==> src/rtl/sedt_pkg.sv <==
`timescale 1ns / 1ps
`default_nettype none
package sedt_pkg;

  localparam int TABLE_DEPTH    = 64;
  localparam int DEVICE_ID_BITS = 4;
  localparam int IDX_BITS       = $clog2(TABLE_DEPTH);
  localparam int CNT_BITS       = $clog2(TABLE_DEPTH + 1);
  localparam int CFG_IDX_BITS   = 1;
  localparam int CFG_DATA_BITS  = 16;

  localparam logic [15:0] EPH_FIRST_RESET = 16'd49152;
  localparam logic [15:0] EPH_LAST_RESET  = 16'd65535;

  localparam logic [CFG_IDX_BITS-1:0] CFG_EPH_FIRST = 1'd0;
  localparam logic [CFG_IDX_BITS-1:0] CFG_EPH_LAST  = 1'd1;

  localparam logic [2:0] REQ_LOOKUP     = 3'd0;
  localparam logic [2:0] REQ_BIND_LOCAL = 3'd1;
  localparam logic [2:0] REQ_BIND_CONN  = 3'd2;
  localparam logic [2:0] REQ_BIND_EPH   = 3'd3;
  localparam logic [2:0] REQ_RELEASE    = 3'd4;
  localparam logic [2:0] REQ_SET_ATTR   = 3'd5;

  localparam logic [2:0] ST_OK        = 3'd0;
  localparam logic [2:0] ST_NOT_FOUND = 3'd1;
  localparam logic [2:0] ST_DUPLICATE = 3'd2;
  localparam logic [2:0] ST_FULL      = 3'd3;
  localparam logic [2:0] ST_NO_PORT   = 3'd4;
  localparam logic [2:0] ST_AMBIGUOUS = 3'd5;

  typedef struct packed {
    logic [2:0]                req_type;
    logic [31:0]               local_addr;
    logic [15:0]               local_port;
    logic [31:0]               peer_addr;
    logic [15:0]               peer_port;
    logic [DEVICE_ID_BITS-1:0] device_id;
    logic [31:0]               iface_addr;
    logic [31:0]               iface_mask;
    logic [5:0]                slot;
    logic                      rx_enable;
  } req_t;

  typedef struct packed {
    logic [2:0]  status;
    logic [5:0]  hit_slot;
    logic [15:0] assigned_port;
    logic [2:0]  match_class;
  } rsp_t;

  typedef struct packed {
    logic                      rx_enabled;
    logic [DEVICE_ID_BITS-1:0] device;
    logic [31:0]               local_addr;
    logic [15:0]               local_port;
    logic [31:0]               peer_addr;
    logic [15:0]               peer_port;
  } entry_t;

  // per-entry scan flags; cls bit c-1 is class c
  typedef struct packed {
    logic [3:0] cls;
    logic       dup;
    logic       port_used;
    logic       free;
  } match_t;

  typedef enum logic [2:0] {
    S_IDLE,
    S_SCAN,
    S_EVAL,
    S_SLOT,
    S_EMIT
  } state_t;

endpackage
`default_nettype wire

==> src/rtl/sedt_match.sv <==
`timescale 1ns / 1ps
`default_nettype none
module sedt_match (
  input  sedt_pkg::entry_t ent,
  input  wire              ent_valid,
  input  sedt_pkg::req_t   req,
  input  wire  [15:0]      cand_port,
  output sedt_pkg::match_t m
);
  import sedt_pkg::*;

  logic [31:0] net;
  logic        base, ex, wild, pex, pw, aex, aw, ok, dev_ok, lp_eq;

  always_comb begin
    net    = req.iface_addr & req.iface_mask;
    lp_eq  = ent.local_port == req.local_port;
    dev_ok = (ent.device == '0) || (ent.device == req.device_id);
    base   = ent_valid && lp_eq && ent.rx_enabled && dev_ok;
    ex     = ent.local_addr == req.local_addr;
    wild   = !ex && ((ent.local_addr == '0) ||
             ((ent.local_addr == net) && ((req.local_addr & req.iface_mask) == net)));
    pex    = ent.peer_port == req.peer_port;
    pw     = ent.peer_port == '0;
    aex    = ent.peer_addr == req.peer_addr;
    aw     = ent.peer_addr == '0;
    ok     = base && (ex || wild) && (pex || pw) && (aex || aw);

    m.cls[3] = ok && ex && aex && pex;
    m.cls[2] = ok && wild && aex && pex;
    m.cls[1] = ok && ex && aw && pw;
    m.cls[0] = ok && wild && aw && pw;
    // connected bind also compares the peer side
    m.dup = ent_valid && ex && lp_eq && dev_ok &&
            ((req.req_type != REQ_BIND_CONN) || (aex && pex));
    m.port_used = ent_valid && (ent.local_port == cand_port);
    m.free      = !ent_valid;
  end

endmodule
`default_nettype wire

==> config.mk <==
export PLATFORM = sky130hd
export DESIGN_NAME = sedt_match
export DESIGN_NICKNAME = d
export VERILOG_FILES = /design/src/rtl/sedt_pkg.sv /design/src/rtl/sedt_match.sv
export SDC_FILE = /design/constraint.sdc
export NUM_CORES = 1
export LEC_CHECK = 0
export BUFFER_PORTS_ARGS = -buffer_cell sky130_fd_sc_hd__buf_4
export CAP_MARGIN = 30
export CORE_AREA = 2 2 116 118
export DETAILED_ROUTE_END_ITERATION = 12
export DIE_AREA = 0 0 118 120
export GPL_TIMING_DRIVEN = 0
export PLACE_DENSITY_LB_ADDON = 0.15
export SLEW_MARGIN = 15
export SYNTH_ARGS = -nofsm -noshare
export SYNTH_HDL_FRONTEND = slang
export SYNTH_SLANG_ARGS = --single-unit
==> constraint.sdc <==
create_clock -name vclk -period 3
set_input_delay 0.15 -clock vclk [all_inputs]
set_output_delay 0.15 -clock vclk [all_outputs]
set_load 0.1 [all_outputs]
Yosys cells after proc, flatten, opt, wreduce, memory -nomap -nowiden
Index checks and enable logic that the tools add are counted.
{ "classes": {"n_eq_ne": 9, "bitwise_logic": 2, "n_reduce_logical": 36} }
{ "op_table": {"columns": ["op", "count"], "rows": [
  ["equality test 32 bit", 4],
  ["bitwise AND 32 bit", 2],
  ["logical NOT 32 bit", 2],
  ["equality test 16 bit", 3],
  ["logical AND 1 bit", 24],
  ["logical NOT 16 bit", 1],
  ["logical OR 1 bit", 6],
  ["equality test 4 bit", 1],
  ["logical NOT 4 bit", 1],
  ["!= test 3 x 2 -> 1 bit (second input constant)", 1],
  ["logical NOT 1 bit", 2]
]} }
{ "word_totals": {"ff_bits": 0, "inputBits": 292, "output_inout_bits": 7} }

Depth between registers and ports, before layout
{ "logic_depth": {"depth_word": 12, "mapped_depth": 6, "mapped_depth_nobuf": 6} }

Least setup slack after synthesis
No wires, ideal clock.
{ "synth_path": {"path_kind": "in2out", "startpoint": "input ent[96] (netlist bit)", "endpoint": "output m[5] (netlist bit)", "arrival_ps": 3321, "required_time_ps": 2850, "path_slack_ps": -471, "path_stages": 6, "path_buffers": 0, "cell_sequence": "nor4_1 -> a41oi_1 -> nor4_2 -> nand3_1 -> or2_1 -> nor3b_1"} }
{ "synth_rtl": {"columns": ["element", "line", "source"], "rows": [
  ["from (decl)", "sedt_match.sv:4", "input sedt_pkg::entry_t ent,"],
  ["to (decl)", "sedt_match.sv:8", "output sedt_pkg::match_t m"]
]} }

==> insert_results.sql <==
INSERT INTO impl_metrics (metric_group, metric, value, unit) VALUES
('pwr', 'leakage', '0.00208', 'uW'),
('floorplan', 'floorplan.die.height', '120', 'um'),
('timing', 'rsz_0062_raised_after_global_routing', 'false', ''),
('floorplan', 'floorplan.initialDensity', '18.3', '%'),
('timing', 'final_hold_viol_count', '0', ''),
('final_layout', 'synthToLayoutAreaGrowth', '102', '%'),
('final_layout', 'final_cell_count_no_fill', '790', ''),
('timing', 'max_clock_freq', '0.426', 'GHz'),
('floorplan', 'core_area', '13000', 'um^2'),
('global_routing', 'grt_overflow', '0', ''),
('timing', 'report.final.setup_viol', '0', ''),
('final_layout', 'layout.area.seq', '0', 'um^2'),
('yosys', 'yosys_warnings', '0', ''),
('global_routing', 'number_of_global_route_vias_before_repair', '3973', ''),
('drt', 'route.vias.total', '3638', ''),
('floorplan', 'die-area', '14200', 'um^2'),
('yosys', 'netlist_area', '2370', 'um^2'),
('timing', 'maxSlewHeadroom', '58.6', '%'),
('place', 'dp_hpwl', '12800', 'um'),
('drt', 'final_antenna_net_count', '0', ''),
('final_layout', 'seq_cells', '0', ''),
('timing', 'period_minus_slack', '2.35', 'ns'),
('place', 'portBuffers', '292', ''),
('drt', 'avgRoutedWirePerCell', '17.0', 'um'),
('clock_network', 'ctsHoldBuffers', '0', ''),
('yosys', 'synth_adder_area_share', '0', '%'),
('yosys', 'synth.net_count', '614', ''),
('yosys', 'synth_top_family_by_area', 'XOR/XNOR gates', ''),
('yosys', 'synth_mux_area_share', '0', '%'),
('drt', 'drc_errors', '0', ''),
('final_layout', 'final.clkbuf_count', '0', ''),
('drt', 'drt-pass1-iter-count', '4', ''),
('global_routing', 'maximum_number_of_pins_on_one_net_before_global_route_repair', '6', ''),
('yosys', 'synth_sequential_area_ratio', '0', '%'),
('worst_hold_path', 'worstHoldStart', 'ent_valid', ''),
('final_layout', 'num_antenna_cells', '0', ''),
('timing', 'drv_slew', '0', ''),
('setup_path', 'worst-endpoint-required', '2.85', 'ns'),
('pwr', 'power_density', '137', 'nW/um^2'),
('yosys', 'post_synth_and_or_nand_nor_area_fraction', '30.0', '%'),
('worst_hold_path', 'hold_end', 'm[0]', ''),
('global_routing', 'grt_pass1_wl', '20000', 'um'),
('setup_path', 'timing.setup.critical_path_class', 'input port to output pin', ''),
('pwr', 'ir_drop', '0.0668', 'mV'),
('timing', 'slew_at_the_pin_closest_to_its_max_slew_limit', '0.615', 'ns'),
('job', 'drv.max_cap_violation_count', '0', ''),
('final_layout', 'nNetsFinal', '908', ''),
('setup_path', 'critical_path_peak_fanout', '2', ''),
('worst_hold_path', 'timing.hold.worst.class', 'input port to output pin', ''),
('drt', 'detailedRoute.firstIterationViolations', '104', ''),
('timing', 'setup_total_negative_slack', '0', 'ns'),
('run_status', 'outcome', 'finished clean', ''),
('yosys', 'synthCells', '322', ''),
('global_routing', 'gr-usage-all-layers', '17.8', '%'),
('worst_hold_path', 'hold_depth', '3', ''),
('floorplan', 'placement_rows', '42', ''),
('clock_network', 'cts_post_setup_buffers_inserted', '0', ''),
('drt', 'routed_wirelength', '13400', 'um'),
('setup_path', 'critPathCaptureType', 'output pin', ''),
('yosys', 'synth_compound_gate_area_share', '15.1', '%'),
('final_layout', 'final_layout_size_suffix_gt1_share', '48.5', '%'),
('setup_path', 'worstSetupStartpointType', 'input port', ''),
('yosys', 'synth.avg_cell_area', '7.36', 'um^2'),
('place', 'final_estimated_routing_congestion_in_global_placement', '0.821', ''),
('clock_network', 'cts_resized', '0', ''),
('floorplan', 'io_pins', '299', ''),
('yosys', 'synth_cell_type_count', '29', ''),
('timing', 'period_share', '78.2', '%'),
('setup_path', 'cp_data_arrival_time', '2.20', 'ns'),
('place', 'numPlacedInstances', '790', ''),
('yosys', 'synth_xor_area_share', '54.7', '%'),
('drt', 'route.detailed.vias_per_inst', '4.61', ''),
('floorplan', 'die_span_x', '118', 'um'),
('global_routing', 'antenna_found_initial', '0', '');
power by group:
group / total, uW / internal [uW] / leakage, uW / switching [uW]
registers: 0 / 0 / 0 / 0
logic: 655 / 394 / 0.00208 / 261
clock network: 0 / 0 / 0 / 0
total: 655 / 394 / 0.00208 / 261
synth_stat cells (all sizes together) (2+ instances only):
cell,number,area (um^2)
xnor2,99,867
xor2,49,429
nand4,43,269
nor4,32,206
nand2,15,56.3
a22oi,13,97.6
nand3,13,65.1
o21ai,10,50.0
o21a,7,52.6
a21o,6,45.0
a21oi,4,20.0
and3,4,25.0
nor2,4,15.0
nor3,4,20.0
o211ai,3,22.5
a211oi,2,15.0
a21boi,2,15.0
and3b,2,17.5
nor3b,2,20.0
o22a,2,17.5
kinds of logic after synthesis:
| logic type | after synthesis |
|---|---|
| compound gates | 52 |
| xor+xnor | 148 |
| simple gates | 121 |
| buf+inv | 1 |
cell type report:
| class | instances | area (um^2) |
|---|---|---|
| fillers | 1428 | 8190 |
| multi-input cells | 321 | 2380 |
| repair buffers | 292 | 2190 |
| well taps | 176 | 220 |
| inverters | 1 | 3.75 |
through the flow:
stage                     utilization, %  setup slack [ns]  total power (uW)  hold WS [ns]  cell area [um^2]
after floorplan                        -             0.107               228         0.480              2380
after global placement              36.9             0.645               653         0.655              4790
after detailed placement            36.9             0.621               662         0.656              4790
after CTS                           36.9             0.609               665         0.654              4790
after global routing                36.9             0.506               711         0.662              4790
final                               36.9             0.655               655         0.655              4790
how the worst max path moves through the flow:
| stage | from | end | slack (ns) | cells past startpoint |
|---|---|---|---|---|
| floorplan | ent[62] | m[1] | 0.11 | 4 |
| global placement | ent[96] | m[3] | 0.65 | 8 |
| detailed placement | ent[96] | m[3] | 0.62 | 8 |
| CTS | ent[96] | m[3] | 0.61 | 8 |
| global route | req[142] | m[5] | 0.51 | 8 |
| finish | ent[96] | m[3] | 0.65 | 8 |
per-layer routing:
| metal | track usage (%) | part of all wire [%] | up-vias |
|---|---|---|---|
| met2 | 37.7 | 56 | 172 |
| met5 | 0 | 0 | - |
| li1 | - | - | 1809 |
| met4 | 0.828 | 0.51 | 0 |
| met3 | 4.23 | 8.3 | 4 |
| met1 | 18.2 | 35 | 1653 |
critical path, stage by stage:
cell and delay [ns]:
sky130_fd_sc_hd__buf_4 0.12, sky130_fd_sc_hd__nor4_1 0.27, sky130_fd_sc_hd__a41oi_1 0.09, sky130_fd_sc_hd__nor4_2 0.34
sky130_fd_sc_hd__nand3_1 0.15, sky130_fd_sc_hd__or4_4 0.56, sky130_fd_sc_hd__nor3b_2 0.20, sky130_fd_sc_hd__buf_4 0.32
cell usage in the layout (no fill, tap or decap), drive strengths merged, types with 4 or more instances in the layout:
cell,synthesis,final
buf,0,292
xnor2,99,99
xor2,49,49
nand4,43,43
nor4,32,32
nand2,15,15
nand3,13,13
a22oi,13,13
o21ai,10,10
o21a,7,7
a21o,6,6
nor3,4,4
nor2,4,4
a21oi,4,4
and3,4,4
No activity file was read; power rests on OpenSTA's default activity.
